**config.mk**
```make
export PLATFORM = sky130hd
export DESIGN_NAME = aes_all_or_nothing_transform_flat
export DESIGN_NICKNAME = d
export VERILOG_FILES = /design/src/sv/aont_pkg.sv /design/src/sv/aont_if.sv /design/src/sv/aont_aes_core.sv /design/src/sv/aes_all_or_nothing_transform.sv /design/src/flat_wrapper.sv
export SDC_FILE = /design/constraint.sdc
export NUM_CORES = 2
export LEC_CHECK = 0
export BUFFER_PORTS_ARGS = -buffer_cell sky130_fd_sc_hd__buf_2
export CAP_MARGIN = 20
export CORE_MARGIN = 1
export CORE_UTILIZATION = 30
export CTS_CLUSTER_DIAMETER = 150
export DETAILED_ROUTE_END_ITERATION = 16
export PLACE_DENSITY = 0.53
export SLEW_MARGIN = 10
export SYNTH_ARGS = -nofsm -noshare
export SYNTH_HDL_FRONTEND = slang
export SYNTH_SLANG_ARGS = --single-unit
```
**constraint.sdc**
```tcl
create_clock -name clk -period 6.58 [get_ports clk]
set_input_delay 0.658 -clock clk [delete_from_list [all_inputs] [get_ports clk]]
set_output_delay 0.658 -clock clk [all_outputs]
set_load 0.01 [all_outputs]
```
**src/sv/aont_pkg.sv**
```systemverilog
// aont_pkg: shared types, constants and the aes s-box for the package transform
// no dependencies
`timescale 1ns / 1ps

package aont_pkg;

    localparam int KEY_BYTES  = 16;
    localparam int BLOCK_BITS = 128;
    localparam int ROUNDS     = KEY_BYTES / 4 + 6;

    typedef enum logic [2:0] {
        ST_IDLE,
        ST_KEYX,
        ST_ENC_KS,
        ST_ENC_TAG,
        ST_OUT_DATA,
        ST_OUT_TAG
    } aont_state_t;

    typedef struct packed {
        logic         start;
        logic [127:0] key;
        logic [127:0] block;
    } aes_req_t;

    typedef struct packed {
        logic         busy;
        logic         done;
        logic [127:0] block;
    } aes_rsp_t;

    function automatic logic [7:0] sbox(input logic [7:0] x);
        logic [7:0] tbl [256];
        tbl = '{
        8'h63,8'h7c,8'h77,8'h7b,8'hf2,8'h6b,8'h6f,8'hc5,8'h30,8'h01,8'h67,8'h2b,8'hfe,8'hd7,8'hab,8'h76,
        8'hca,8'h82,8'hc9,8'h7d,8'hfa,8'h59,8'h47,8'hf0,8'had,8'hd4,8'ha2,8'haf,8'h9c,8'ha4,8'h72,8'hc0,
        8'hb7,8'hfd,8'h93,8'h26,8'h36,8'h3f,8'hf7,8'hcc,8'h34,8'ha5,8'he5,8'hf1,8'h71,8'hd8,8'h31,8'h15,
        8'h04,8'hc7,8'h23,8'hc3,8'h18,8'h96,8'h05,8'h9a,8'h07,8'h12,8'h80,8'he2,8'heb,8'h27,8'hb2,8'h75,
        8'h09,8'h83,8'h2c,8'h1a,8'h1b,8'h6e,8'h5a,8'ha0,8'h52,8'h3b,8'hd6,8'hb3,8'h29,8'he3,8'h2f,8'h84,
        8'h53,8'hd1,8'h00,8'hed,8'h20,8'hfc,8'hb1,8'h5b,8'h6a,8'hcb,8'hbe,8'h39,8'h4a,8'h4c,8'h58,8'hcf,
        8'hd0,8'hef,8'haa,8'hfb,8'h43,8'h4d,8'h33,8'h85,8'h45,8'hf9,8'h02,8'h7f,8'h50,8'h3c,8'h9f,8'ha8,
        8'h51,8'ha3,8'h40,8'h8f,8'h92,8'h9d,8'h38,8'hf5,8'hbc,8'hb6,8'hda,8'h21,8'h10,8'hff,8'hf3,8'hd2,
        8'hcd,8'h0c,8'h13,8'hec,8'h5f,8'h97,8'h44,8'h17,8'hc4,8'ha7,8'h7e,8'h3d,8'h64,8'h5d,8'h19,8'h73,
        8'h60,8'h81,8'h4f,8'hdc,8'h22,8'h2a,8'h90,8'h88,8'h46,8'hee,8'hb8,8'h14,8'hde,8'h5e,8'h0b,8'hdb,
        8'he0,8'h32,8'h3a,8'h0a,8'h49,8'h06,8'h24,8'h5c,8'hc2,8'hd3,8'hac,8'h62,8'h91,8'h95,8'he4,8'h79,
        8'he7,8'hc8,8'h37,8'h6d,8'h8d,8'hd5,8'h4e,8'ha9,8'h6c,8'h56,8'hf4,8'hea,8'h65,8'h7a,8'hae,8'h08,
        8'hba,8'h78,8'h25,8'h2e,8'h1c,8'ha6,8'hb4,8'hc6,8'he8,8'hdd,8'h74,8'h1f,8'h4b,8'hbd,8'h8b,8'h8a,
        8'h70,8'h3e,8'hb5,8'h66,8'h48,8'h03,8'hf6,8'h0e,8'h61,8'h35,8'h57,8'hb9,8'h86,8'hc1,8'h1d,8'h9e,
        8'he1,8'hf8,8'h98,8'h11,8'h69,8'hd9,8'h8e,8'h94,8'h9b,8'h1e,8'h87,8'he9,8'hce,8'h55,8'h28,8'hdf,
        8'h8c,8'ha1,8'h89,8'h0d,8'hbf,8'he6,8'h42,8'h68,8'h41,8'h99,8'h2d,8'h0f,8'hb0,8'h54,8'hbb,8'h16};
        return tbl[x];
    endfunction

    function automatic logic [7:0] xt(input logic [7:0] x);
        return {x[6:0], 1'b0} ^ (x[7] ? 8'h1b : 8'h00);
    endfunction

endpackage

```
**src/sv/aont_if.sv**
```systemverilog
// aont_in_if / aont_out_if: valid/ready channels for blocks and results
// depends on nothing
`timescale 1ns / 1ps

interface aont_in_if;
    logic        valid;
    logic        ready;
    logic [63:0] data_low;
    logic [63:0] data_high;
    logic [63:0] rand_key_low;
    logic [63:0] rand_key_high;
    logic        first_block;
    logic        last_block;
    logic [4:0]  valid_bytes;
    modport source (output valid, data_low, data_high, rand_key_low, rand_key_high,
                    first_block, last_block, valid_bytes, input ready);
    modport sink (input valid, data_low, data_high, rand_key_low, rand_key_high,
                  first_block, last_block, valid_bytes, output ready);
endinterface

interface aont_out_if;
    logic        valid;
    logic        ready;
    logic [63:0] word_low;
    logic [63:0] word_high;
    logic        is_tag;
    logic        end_of_message;
    modport source (output valid, word_low, word_high, is_tag, end_of_message, input ready);
    modport sink (input valid, word_low, word_high, is_tag, end_of_message, output ready);
endinterface

```
**src/sv/aont_aes_core.sv**
```systemverilog
// aont_aes_core: aes-128 encryption, one byte of sub-bytes per cycle through a byte
// shift line, round key generated on the fly; depends on aont_pkg
`timescale 1ns / 1ps

module aont_aes_core
    import aont_pkg::*;
(
    input  logic     clk,
    input  logic     rst_n,
    input  aes_req_t req,
    output aes_rsp_t rsp
);

    // phases: sub-bytes over all 16 bytes, then the mix/key step
    logic [127:0] state_reg, state_next;
    logic [127:0] rk_reg, rk_next;
    logic [7:0]   rcon_reg, rcon_next;
    logic [3:0]   round_reg, round_next;
    logic [4:0]   byte_reg, byte_next;
    logic         busy_reg, busy_next;
    logic         done_reg, done_next;

    logic [127:0] sr, mc, nk;
    logic [31:0]  tw;

    always_comb
    begin
        // shift rows on subbed state
        for (int c = 0; c < 4; c++)
            for (int i = 0; i < 4; i++)
                sr[(c*4+i)*8 +: 8] = state_reg[((((c+i)&3)*4)+i)*8 +: 8];
        for (int c = 0; c < 4; c++)
        begin
            logic [7:0] a0, a1, a2, a3, al;
            a0 = sr[(c*4)*8 +: 8];
            a1 = sr[(c*4+1)*8 +: 8];
            a2 = sr[(c*4+2)*8 +: 8];
            a3 = sr[(c*4+3)*8 +: 8];
            al = a0 ^ a1 ^ a2 ^ a3;
            mc[(c*4)*8 +: 8]   = a0 ^ al ^ xt(a0 ^ a1);
            mc[(c*4+1)*8 +: 8] = a1 ^ al ^ xt(a1 ^ a2);
            mc[(c*4+2)*8 +: 8] = a2 ^ al ^ xt(a2 ^ a3);
            mc[(c*4+3)*8 +: 8] = a3 ^ al ^ xt(a3 ^ a0);
        end
        tw = {sbox(rk_reg[103:96]), sbox(rk_reg[127:120]), sbox(rk_reg[119:112]),
              sbox(rk_reg[111:104]) ^ rcon_reg};
        nk[31:0]   = rk_reg[31:0] ^ tw;
        nk[63:32]  = rk_reg[63:32] ^ nk[31:0];
        nk[95:64]  = rk_reg[95:64] ^ nk[63:32];
        nk[127:96] = rk_reg[127:96] ^ nk[95:64];
    end

    always_comb
    begin
        state_next = state_reg;
        rk_next    = rk_reg;
        rcon_next  = rcon_reg;
        round_next = round_reg;
        byte_next  = byte_reg;
        busy_next  = busy_reg;
        done_next  = 1'b0;
        if (req.start && !busy_reg)
        begin
            state_next = req.block ^ req.key;
            rk_next    = req.key;
            rcon_next  = 8'h01;
            round_next = 4'd1;
            byte_next  = '0;
            busy_next  = 1'b1;
        end
        else if (busy_reg)
        begin
            if (byte_reg != 5'd16)
            begin
                // rotate one byte through the s-box
                state_next = {sbox(state_reg[7:0]), state_reg[127:8]};
                byte_next  = byte_reg + 5'd1;
            end
            else
            begin
                state_next = ((round_reg == 4'(ROUNDS)) ? sr : mc) ^ nk;
                rk_next    = nk;
                rcon_next  = xt(rcon_reg);
                byte_next  = '0;
                if (round_reg == 4'(ROUNDS))
                begin
                    busy_next = 1'b0;
                    done_next = 1'b1;
                end
                round_next = round_reg + 4'd1;
            end
        end
    end

    always_ff @(posedge clk or negedge rst_n)
    begin
        if (!rst_n)
        begin
            busy_reg <= 1'b0;
            done_reg <= 1'b0;
        end
        else
        begin
            busy_reg <= busy_next;
            done_reg <= done_next;
        end
    end

    always_ff @(posedge clk)
    begin
        state_reg <= state_next;
        rk_reg    <= rk_next;
        rcon_reg  <= rcon_next;
        round_reg <= round_next;
        byte_reg  <= byte_next;
    end

    assign rsp.busy  = busy_reg;
    assign rsp.done  = done_reg;
    assign rsp.block = state_reg;

endmodule

```
**src/sv/aes_all_or_nothing_transform.sv**
```systemverilog
// top level of the aes package transform: control, apb registers, tag accumulator
// depends on aont_pkg, aont_if and aont_aes_core
//
// channel | dir | payload
// blk_in  | in  | data, message key, first/last, valid_bytes
// res_out | out | word_low/high, is_tag, end_of_message
// apb     | in  | key_low at 0x0, key_high at 0x8
//
// each block takes two aes passes of 10 rounds each through the shared byte-serial
// s-box round unit; a last block adds a second result, the tag. reset clears
// control, counter and tag. a stalled output holds the unit; no input is taken
// until all results of a block left.
`timescale 1ns / 1ps

module aes_all_or_nothing_transform
    import aont_pkg::*;
(
    input  logic        clk,
    input  logic        rst_n,
    aont_in_if.sink     blk_in,
    aont_out_if.source  res_out,
    input  logic        psel,
    input  logic        penable,
    input  logic        pwrite,
    input  logic [3:0]  paddr,
    input  logic [63:0] pwdata,
    output logic [63:0] prdata,
    output logic        pready
);

    aont_state_t  st_reg, st_next;
    logic [BLOCK_BITS-1:0] fkey_reg, mkey_reg, mkey_next;
    logic [127:0] tag_reg, tag_next;
    logic [31:0]  idx_reg, idx_next;
    logic [127:0] pt_reg, pt_next;
    logic [127:0] res_reg, res_next;
    logic         last_reg, last_next;
    aes_req_t     req;
    aes_rsp_t     rsp;
    logic [127:0] ctr, din, ks, raw;
    logic         accept;

    assign pready = 1'b1;
    always_comb
    begin
        case (paddr[3])
            1'b0:    prdata = fkey_reg[63:0];
            default: prdata = fkey_reg[127:64];
        endcase
    end

    always_ff @(posedge clk or negedge rst_n)
    begin
        if (!rst_n)
            fkey_reg <= '0;
        else if (psel && penable && pwrite)
        begin
            if (!paddr[3])
                fkey_reg[63:0] <= pwdata;
            else
                fkey_reg[127:64] <= pwdata;
        end
    end

    aont_aes_core u_aes (.clk(clk), .rst_n(rst_n), .req(req), .rsp(rsp));

    assign accept = blk_in.valid && blk_in.ready;
    assign blk_in.ready = (st_reg == ST_IDLE);

    assign raw = {blk_in.data_high, blk_in.data_low};

    always_comb
    begin
        for (int i = 0; i < 16; i++)
            din[i*8 +: 8] = (5'(i) < blk_in.valid_bytes) ? raw[i*8 +: 8] : 8'h00;
    end

    assign ks = rsp.block;

    always_comb
    begin
        st_next   = st_reg;
        mkey_next = mkey_reg;
        tag_next  = tag_reg;
        idx_next  = idx_reg;
        pt_next   = pt_reg;
        res_next  = res_reg;
        last_next = last_reg;
        ctr       = {96'd0, idx_reg};
        req       = '0;
        req.key   = mkey_reg;
        req.block = ctr;
        case (st_reg)
            ST_IDLE:
            begin
                if (accept)
                begin
                    pt_next   = din;
                    last_next = blk_in.last_block;
                    if (blk_in.first_block)
                    begin
                        mkey_next = {blk_in.rand_key_high, blk_in.rand_key_low};
                        idx_next  = '0;
                        tag_next  = {blk_in.rand_key_high, blk_in.rand_key_low};
                    end
                    st_next = ST_KEYX;
                end
            end
            ST_KEYX:
            begin
                req.start = 1'b1;
                st_next   = ST_ENC_KS;
            end
            ST_ENC_KS:
            begin
                if (rsp.done)
                begin
                    res_next  = pt_reg ^ ks;
                    req.start = 1'b1;
                    req.key   = fkey_reg;
                    req.block = pt_reg ^ ks ^ ctr;
                    st_next   = ST_ENC_TAG;
                end
            end
            ST_ENC_TAG:
            begin
                if (rsp.done)
                begin
                    tag_next = tag_reg ^ ks;
                    idx_next = idx_reg + 32'd1;
                    st_next  = ST_OUT_DATA;
                end
            end
            ST_OUT_DATA:
            begin
                if (res_out.ready)
                    st_next = last_reg ? ST_OUT_TAG : ST_IDLE;
            end
            ST_OUT_TAG:
            begin
                if (res_out.ready)
                begin
                    tag_next = '0;
                    idx_next = '0;
                    st_next  = ST_IDLE;
                end
            end
            default: st_next = ST_IDLE;
        endcase
    end

    always_ff @(posedge clk or negedge rst_n)
    begin
        if (!rst_n)
        begin
            st_reg  <= ST_IDLE;
            tag_reg <= '0;
            idx_reg <= '0;
        end
        else
        begin
            st_reg  <= st_next;
            tag_reg <= tag_next;
            idx_reg <= idx_next;
        end
    end

    always_ff @(posedge clk)
    begin
        mkey_reg <= mkey_next;
        pt_reg   <= pt_next;
        res_reg  <= res_next;
        last_reg <= last_next;
    end

    assign res_out.valid          = (st_reg == ST_OUT_DATA) || (st_reg == ST_OUT_TAG);
    assign res_out.is_tag         = (st_reg == ST_OUT_TAG);
    assign res_out.end_of_message = (st_reg == ST_OUT_TAG);
    assign res_out.word_low       = (st_reg == ST_OUT_TAG) ? tag_reg[63:0] : res_reg[63:0];
    assign res_out.word_high      = (st_reg == ST_OUT_TAG) ? tag_reg[127:64] : res_reg[127:64];

    a_no_accept_busy: assert property (@(posedge clk) disable iff (!rst_n)
        rsp.busy |-> !blk_in.ready) else $error("input taken while aes busy");
    a_tag_after_last: assert property (@(posedge clk) disable iff (!rst_n)
        (st_reg == ST_OUT_TAG) |-> last_reg) else $error("tag without last block");
    a_done_pulse: assert property (@(posedge clk) disable iff (!rst_n)
        rsp.done |=> !rsp.done) else $error("done held");

endmodule

```
**src/flat_wrapper.sv**
```systemverilog
// flat-port wrapper written by rule: the top's interface ports become plain ports
module aes_all_or_nothing_transform_flat import aont_pkg::*;
  (clk, rst_n, psel, penable, pwrite, paddr, pwdata, prdata, pready, blk_in_valid, blk_in_data_low, blk_in_data_high, blk_in_rand_key_low, blk_in_rand_key_high, blk_in_first_block, blk_in_last_block, blk_in_valid_bytes, blk_in_ready, res_out_valid, res_out_word_low, res_out_word_high, res_out_is_tag, res_out_end_of_message, res_out_ready);
  aont_in_if blk_in_i ();
  aont_out_if res_out_i ();
  input  logic clk;
  input  logic rst_n;
  input  logic psel;
  input  logic penable;
  input  logic pwrite;
  input  logic [3:0] paddr;
  input  logic [63:0] pwdata;
  output logic [63:0] prdata;
  output logic pready;
  input wire logic [$bits(blk_in_i.valid)-1:0] blk_in_valid;
  input wire logic [$bits(blk_in_i.data_low)-1:0] blk_in_data_low;
  input wire logic [$bits(blk_in_i.data_high)-1:0] blk_in_data_high;
  input wire logic [$bits(blk_in_i.rand_key_low)-1:0] blk_in_rand_key_low;
  input wire logic [$bits(blk_in_i.rand_key_high)-1:0] blk_in_rand_key_high;
  input wire logic [$bits(blk_in_i.first_block)-1:0] blk_in_first_block;
  input wire logic [$bits(blk_in_i.last_block)-1:0] blk_in_last_block;
  input wire logic [$bits(blk_in_i.valid_bytes)-1:0] blk_in_valid_bytes;
  output wire logic [$bits(blk_in_i.ready)-1:0] blk_in_ready;
  output wire logic [$bits(res_out_i.valid)-1:0] res_out_valid;
  output wire logic [$bits(res_out_i.word_low)-1:0] res_out_word_low;
  output wire logic [$bits(res_out_i.word_high)-1:0] res_out_word_high;
  output wire logic [$bits(res_out_i.is_tag)-1:0] res_out_is_tag;
  output wire logic [$bits(res_out_i.end_of_message)-1:0] res_out_end_of_message;
  input wire logic [$bits(res_out_i.ready)-1:0] res_out_ready;
  assign blk_in_i.valid = blk_in_valid;
  assign blk_in_i.data_low = blk_in_data_low;
  assign blk_in_i.data_high = blk_in_data_high;
  assign blk_in_i.rand_key_low = blk_in_rand_key_low;
  assign blk_in_i.rand_key_high = blk_in_rand_key_high;
  assign blk_in_i.first_block = blk_in_first_block;
  assign blk_in_i.last_block = blk_in_last_block;
  assign blk_in_i.valid_bytes = blk_in_valid_bytes;
  assign blk_in_ready = blk_in_i.ready;
  assign res_out_valid = res_out_i.valid;
  assign res_out_word_low = res_out_i.word_low;
  assign res_out_word_high = res_out_i.word_high;
  assign res_out_is_tag = res_out_i.is_tag;
  assign res_out_end_of_message = res_out_i.end_of_message;
  assign res_out_i.ready = res_out_ready;
  aes_all_or_nothing_transform u_core (.clk(clk), .rst_n(rst_n), .blk_in(blk_in_i), .res_out(res_out_i), .psel(psel), .penable(penable), .pwrite(pwrite), .paddr(paddr), .pwdata(pwdata), .prdata(prdata), .pready(pready));
endmodule
```
### After elaboration in Yosys (flattened, before gate mapping)

Memory sizes are Yosys's and may differ from the RTL's.
Cells that the tools add are included.

* reductions and logical operators: 18
* add/subtract/negate cells: 3
* order comparisons: 21
* eq/ne operators: 14
* mux-type cells: 66
* bitwise operators: 90

Operators by type and width (count)
* two-way mux 128 bit: 11
* bitwise XOR 128 bit: 4
* bitwise XOR 8 bit: 57
* case mux 128 bit (3 select lines): 1
* two-way mux 257 bit: 1
* two-way mux 256 bit: 1
* two-way mux 64 bit: 3
* bitwise XOR 8 x 5 -> 8 bit: 17
* two-way mux 32 bit: 4
* bitwise XOR 128 x 32 -> 128 bit: 1
* bitwise XOR 32 bit: 4
* case mux 32 bit (3 select lines): 1
* two-way mux 5 bit: 18
* two-way mux 8 bit: 10
* >= comparator 9 bit (second input constant): 5
* NOT 8 -> 9 bit: 5
* < comparator 4 x 5 -> 1 bit (first input constant): 8
* adder 32 x 1 -> 32 bit (second input constant): 1
* < comparator 3 x 5 -> 1 bit (first input constant): 4
* two-way mux 3 bit: 6
* case mux 3 bit (6 select lines): 1
* != test 2 bit (second input constant): 6
* AND reduction 2 bit: 6
* < comparator 1 x 5 -> 1 bit (first input constant): 2
* other kinds (20): 35

* output and inout bits: 197
* memory bits (read-only): 10240
* register bits after elaboration: 951
* memories kept: 5
* input port bits: 338
* logic and storage cells: 248

Memories
* (no name shown): words 256, width 8, rd ports 1, clocked after memory_dff 0, write ports 0, RTL line aont_pkg.sv:51 `return tbl[x];`
* (no name shown): words 256, width 8, rd ports 1, clocked after memory_dff 0, write ports 0, RTL line aont_pkg.sv:51
* (no name shown): words 256, width 8, rd ports 1, clocked after memory_dff 0, write ports 0, RTL line aont_pkg.sv:51
* (no name shown): words 256, width 8, rd ports 1, clocked after memory_dff 0, write ports 0, RTL line aont_pkg.sv:51
* (no name shown): words 256, width 8, rd ports 1, clocked after memory_dff 0, write ports 0, RTL line aont_pkg.sv:51

### Depth between registers and ports, before layout

* word-level depth: 13
* gate-level depth with buffers: 17
* gate-level depth less buffers: 12

### Hierarchy

Synthesis repeated with hierarchy kept, for this count alone.

* cell total of the unflattened synthesis: 7786
* area total of the unflattened synthesis: 71785.1 sq um

By module, submodules not included
* aont_aes_core: cells an instance 5092, instances 1, seq. area each 8077.7 sq um, area an instance 39914.5 sq um
* aes_all_or_nothing_transform: cells an instance 2694, instances 1, seq. area each 18843.1 sq um, area an instance 31870.6 sq um

### Worst setup path after synthesis

Ideal clock, no wire load.

* path kind: flip-flop to flip-flop
* start: register u_core.st_reg[2]
* end: register u_core.u_aes.rk_reg[114] (data pin)
* setup time: 0.161 ns
* data arrival time: 5.429 ns
* data required time: 6.419 ns
* clock period less this slack: 5.590 ns
* cell stages (with the launch flop): 9
* buffers on the path: 4
* path slack: 0.990 ns
* cells stage by stage: dfrtp_1 clkbuf_1 nand4bb_1 clkbuf_1 inv_1 clkbuf_1 clkbuf_1 nand2_1 a31oi_1

* cells in the longest elaborated chain, start to end: 4
* elaborated cells between the ends (all ways): 6
* those cells by class: eq/ne (2); mux (3); reduce/logical (1)

RTL lines
* start, declared: RTL line aes_all_or_nothing_transform.sv:31 `aont_state_t st_reg, st_next;`
* start signal, assigned: RTL line aes_all_or_nothing_transform.sv:162 `st_reg <= st_next;`
* equality test 3 x 2 -> 1 bit or equality test 3 x 1 -> 1 bit (tied branches): RTL line aes_all_or_nothing_transform.sv:93 `case (st_reg)`
* case mux 1 bit (2 select lines): RTL line aes_all_or_nothing_transform.sv:93
* logical AND 1 bit: RTL line aont_aes_core.sv:62 `if (req.start && !busy_reg)`
* two-way mux 128 bit *: RTL line aont_aes_core.sv:62
* net u_core.u_aes.rk_next[114]: RTL line aont_aes_core.sv:16 `logic [127:0] rk_reg, rk_next;`
* end signal, assigned: RTL line aont_aes_core.sv:112 `rk_reg <= rk_next;`
* end, declared: RTL line aont_aes_core.sv:16

The timed path passes the listed nets; every way through them passes the cells marked *.
A chain may end at the register's enable or synchronous reset.

### Worst setup path after layout

* start: register u_core.u_aes.rk_reg[121]
* end: register u_core.u_aes.state_reg[19] (data pin)

* cells in the longest elaborated chain, start to end: 9

RTL lines
* NOT 8 -> 9 bit (not written as such): RTL line aont_pkg.sv:51
* memory read (256 x 8 bit)
* two-way mux 8 bit (not written as such) (2 in a row): RTL line aont_pkg.sv:51
* bitwise XOR 32 bit: RTL line aont_aes_core.sv:47 `nk[31:0] = rk_reg[31:0] ^ tw;`
* bitwise XOR 128 bit: RTL line aont_aes_core.sv:81 `state_next = ((round_reg == 4'(ROUNDS)) ? sr : mc) ^ nk;`
* two-way mux 128 bit: RTL line aont_aes_core.sv:73 `if (byte_reg != 5'd16)`
* two-way mux 128 bit: RTL line aont_aes_core.sv:71 `else if (busy_reg)`
* two-way mux 128 bit: RTL line aont_aes_core.sv:62
* net u_core.u_aes.state_next[19]: RTL line aont_aes_core.sv:15 `logic [127:0] state_reg, state_next;`
* end signal, assigned: RTL line aont_aes_core.sv:111 `state_reg <= state_next;`
* end, declared: RTL line aont_aes_core.sv:15

The timed path passes the listed nets, and every way through them passes these cells. The select of a mux whose other input is x is not followed.

==> metrics.md <==
| Metric | Value |
|---|---|
| HPWL after detailed placement | `277.4 mm` |
| Critical path peak fanout | `14` |
| Final setup margin | `1.369 ns` |
| Max clock buf depth | `3` |
| FMAX | `0.1919 GHz` |
| Largest net degree at the start of global routing | `153` |
| Critical Path Slowest Stage Cell | `a2111oi_0` |
| Vias/cell | `5.913` |
| Post-synthesis sequential area ratio | `38.06%` |
| Combinational power share | `59.9%` |
| Area leader, netlist | `edfxtp_1` |
| Worst Hold Depth | `1` |
| Pwr dens | `537.5 nW/um^2` |
| Most used cell, CP | `buf_4` |
| Worst skew pair latency | `0.84 ns` |
| CP startpoint kind | `flip-flop` |
| Final GP Congestion | `1.015` |
| Initial antenna violation count | `21` |
| Htree depth | `3` |
| Compound-Gate Fraction of Synth Area | `19.12%` |
| Die Wd | `487.6 um` |
| Post-Synth Simple-Gate Area | `17.06%` |
| Total Wirelength | `373.3 mm` |
| Adder-Cell Fraction of Synth Area | `1.415%` |
| RR Endpoint | `u_core.u_aes.state_reg[19]` |
| Routed len/inst | `32.20 um` |
| Final Critical Period | `5.211 ns` |
| Drt drc | `0` |
| Setup-failing EPs final | `0` |
| Syn_nets | `8534` |
| PostCTS Resize Cnt | `0` |
| Main combinational cell family by area after synthesis | `compound AO/OA/AOI/OAI gates` |
| Pin slew with the least headroom to its limit | `1.128 ns` |
| Cells after synthesis | `8116` |
| Avg Cell Area, Syn | `8.715 um^2` |
| Worst rel slew slack | `24.26%` |
| Post-synthesis register bit count | `951` |
| Pre-antenna DRT Iters | `6` |
| DRT antenna net count | `0` |
| Number of CTS-inserted buffers | `112` |
| IO Pins | `535` |
| GR Util All Layers | `30.31%` |
| Highest-count cells in the layout ignoring fill and taps | `nand2_1 (1011), a21oi_1 (828), nor2_1 (817)` |
| # fillers | `24350` |
| Seq pwr share | `25.0%` |
| Cell family with most CP delay | `compound AO/OA/AOI/OAI gates` |
| Max Cap Viol | `0` |
| Top cell type's share of synthesized area | `27.21%` |
| RSZ-0062 raised after global routing | `no` |
| RR Startpoint | `u_core.u_aes.rk_reg[121]` |
| Setup crit end kind | `flip-flop` |
| Hold Path Class | `in -> reg` |
| Critical Path RT | `7.10 ns` |
| Switching Share | `49.00%` |
| Port bufs | `530` |
| Reg2Reg Depth | `15` |
| Worst-case clock skew | `0.08016 ns` |
| DR vias | `68550` |
| Sink Count | `951` |
| CP max stage delay | `0.74 ns` |
| Hold EP | `u_core.mkey_reg[78]` |
| CP Class | `reg -> reg` |
| Period utilization | `79.20%` |
| Pre-CTS setup slack | `1.568 ns` |
| DR iter-0 viols | `9504` |
| Root Buffer Master | `clkbuf_16` |
| Synth warn | `0` |
| TritonCTS clock tree | `built` |
| Fraction of registers with async set/reset | `30.81%` |
| Main flop type after synthesis | `edfxtp_1` |
| Static leakage | `30.83 nW` |
| Most common cell after layout, fill and taps aside | `nand2_1` |
| Slew Viols, Final | `0` |
| Clk network pwr share | `15.1%` |
| Vias in the first global route | `64190` |
| Power Internal | `22.26 mW` |
| Multiplexer share of the synthesized area | `5.804%` |
| Final TNS setup | `0 ns` |
| Initial core utilization | `30.30%` |
| First-pass GRT wire length | `513.0 mm` |
| Final hold violation count | `0` |
| Peak supply drop | `0.4003 mV` |
| CTS clock-pin slew for the worst setup and hold paths | `0.06 ns` |
| Area Overhead vs Synth | `14.82%` |
| Die Area | `237700 um^2` |
| Share of cells above drive strength 1 | `16.67%` |
| Total grt overflow | `0` |
| CORE AREA | `233400 um^2` |
| CP bufs+invs | `5` |
| Crit path arrival time | `5.74 ns` |
| Worst hold start | `blk_in_rand_key_high[14]` |
| Synth top area cells | `edfxtp_1 (27%), dfrtp_1 (10%), xnor2_1 (7.9%), a21oi_1 (5.9%), nand2_1 (5.4%)` |
| Mapped cell area | `70730 um^2` |
| Crit-path cells | `inv_1 -> buf_4 -> ha_1 -> and2_1 -> nor3_1 -> a311oi_1 -> a221oi_1 -> a32oi_1 -> buf_4 -> xnor2_2 -> buf_12 -> nor3_1 -> a2111oi_0 -> buf_4 -> a21oi_1` |
| P_sw | `21.39 mW` |
| Post-synth EDFFs | `641` |
| Status | `completed` |
| Die Y-Extent | `487.6 um` |
| Flop2flop setup slack | `1.37 ns` |
| Synth cell types | `98` |
| Fin nets | `8766` |
| Xor/xnor share of the synthesized area | `13.79%` |
| Rows | `177` |
Yosys cell counts (all sizes together) (48+ instances only):
library cell,n
dfrtp,293
nand3,143
nand2,1014
a31oi,186
xnor2,653
o311ai,59
a21o,48
nor2,819
and2,134
edfxtp,641
nor2b,173
a21oi,830
inv,48
a211oi,107
o211ai,65
o21ai,471
mux2,219
xor2,387
nand2b,103
mux2i,49
ha,80
mux4,51
nor3,106
buf,193
clkbuf,570
layout make-up:
class	count	area (um^2)	share of cell area, %
Multi-Input combinational cell	6345	40620	50.02
Sequential cell	951	26920	33.15
Timing Repair Buffer	881	5632	6.935
Tap cell	3132	3919	4.825
Clock buffer	170	3334	4.106
Clock inverter	43	519.2	0.6394
Inverter	57	231.5	0.2850
Antenna cell	14	35.03	0.04314
power groups by stage:
stage               combinational, mW  clock [mW]  sequential [mW]
finish                           26.2        6.58             10.9
detailed placement               25.4           0             10.9
global route                     27.6        6.88             10.9
floorplan                        18.0           0             8.94
CTS                              25.6        6.66             10.8
global placement                 25.3           0             10.8
what timing repair did:
item                                   in CTS  in global routing
hold buffers                               11                  0
endpoints found under the hold margin     101                  0
buffers inserted                            0                  0
worst max path at each step:
| stage | cells past startpoint | slack (ns) | end | start |
|---|---|---|---|---|
| detailed placement | 15 | 1.57 | u_core.u_aes.state_reg[19] | u_core.u_aes.rk_reg[121] |
| global placement | 15 | 1.45 | u_core.u_aes.state_reg[19] | u_core.u_aes.rk_reg[121] |
| CTS | 15 | 1.51 | u_core.u_aes.state_reg[19] | u_core.u_aes.rk_reg[121] |
| finish | 15 | 1.37 | u_core.u_aes.state_reg[19] | u_core.u_aes.rk_reg[121] |
| global route | 16 | 1.30 | u_core.u_aes.state_reg[19] | u_core.u_aes.rk_reg[121] |
| floorplan | 8 | 0.99 | u_core.u_aes.rk_reg[114] | u_core.st_reg[2] |
kinds of logic after synthesis:
group | Yosys count
multiplexers | 319
adder cells (fa/ha/maj) | 80
buffers and inverters | 820
AND/OR/NAND/NOR | 2691
flip-flops | 951
other | 1
AO/OA/AOI/OAI | 2191
XOR/XNOR | 1063
per-stage QoR:
step / area [um^2] / instances / power [mW] / hold slack, ns / utilization, %
6_report: 81210 / 11590 / 43.65 / 0.04631 / 34.79
5_1_grt: 81180 / 11580 / 45.38 / 0.02891 / 34.78
4_1_cts: 81170 / 11580 / 42.98 / 0.0006020 / 34.77
3_5_place_dp: 77210 / 11350 / 36.26 / 0.4801 / 33.08
3_3_place_gp: 77180 / 11350 / 36.13 / 0.4679 / 33.06
2_1_floorplan: 70730 / 8116 / 26.97 / 0.3624 / -
per-layer routing:
metal | vias to the layer above | share of wire [%] | GRT usage [%]
li1 | 29260 | - | -
met1 | 34310 | 41 | 40.27
met2 | 4210 | 43 | 45.78
met3 | 759 | 9.7 | 6.374
met4 | 14 | 6.3 | 16.37
met5 | - | 0.025 | 0
(Power assumes the default switching activity.)
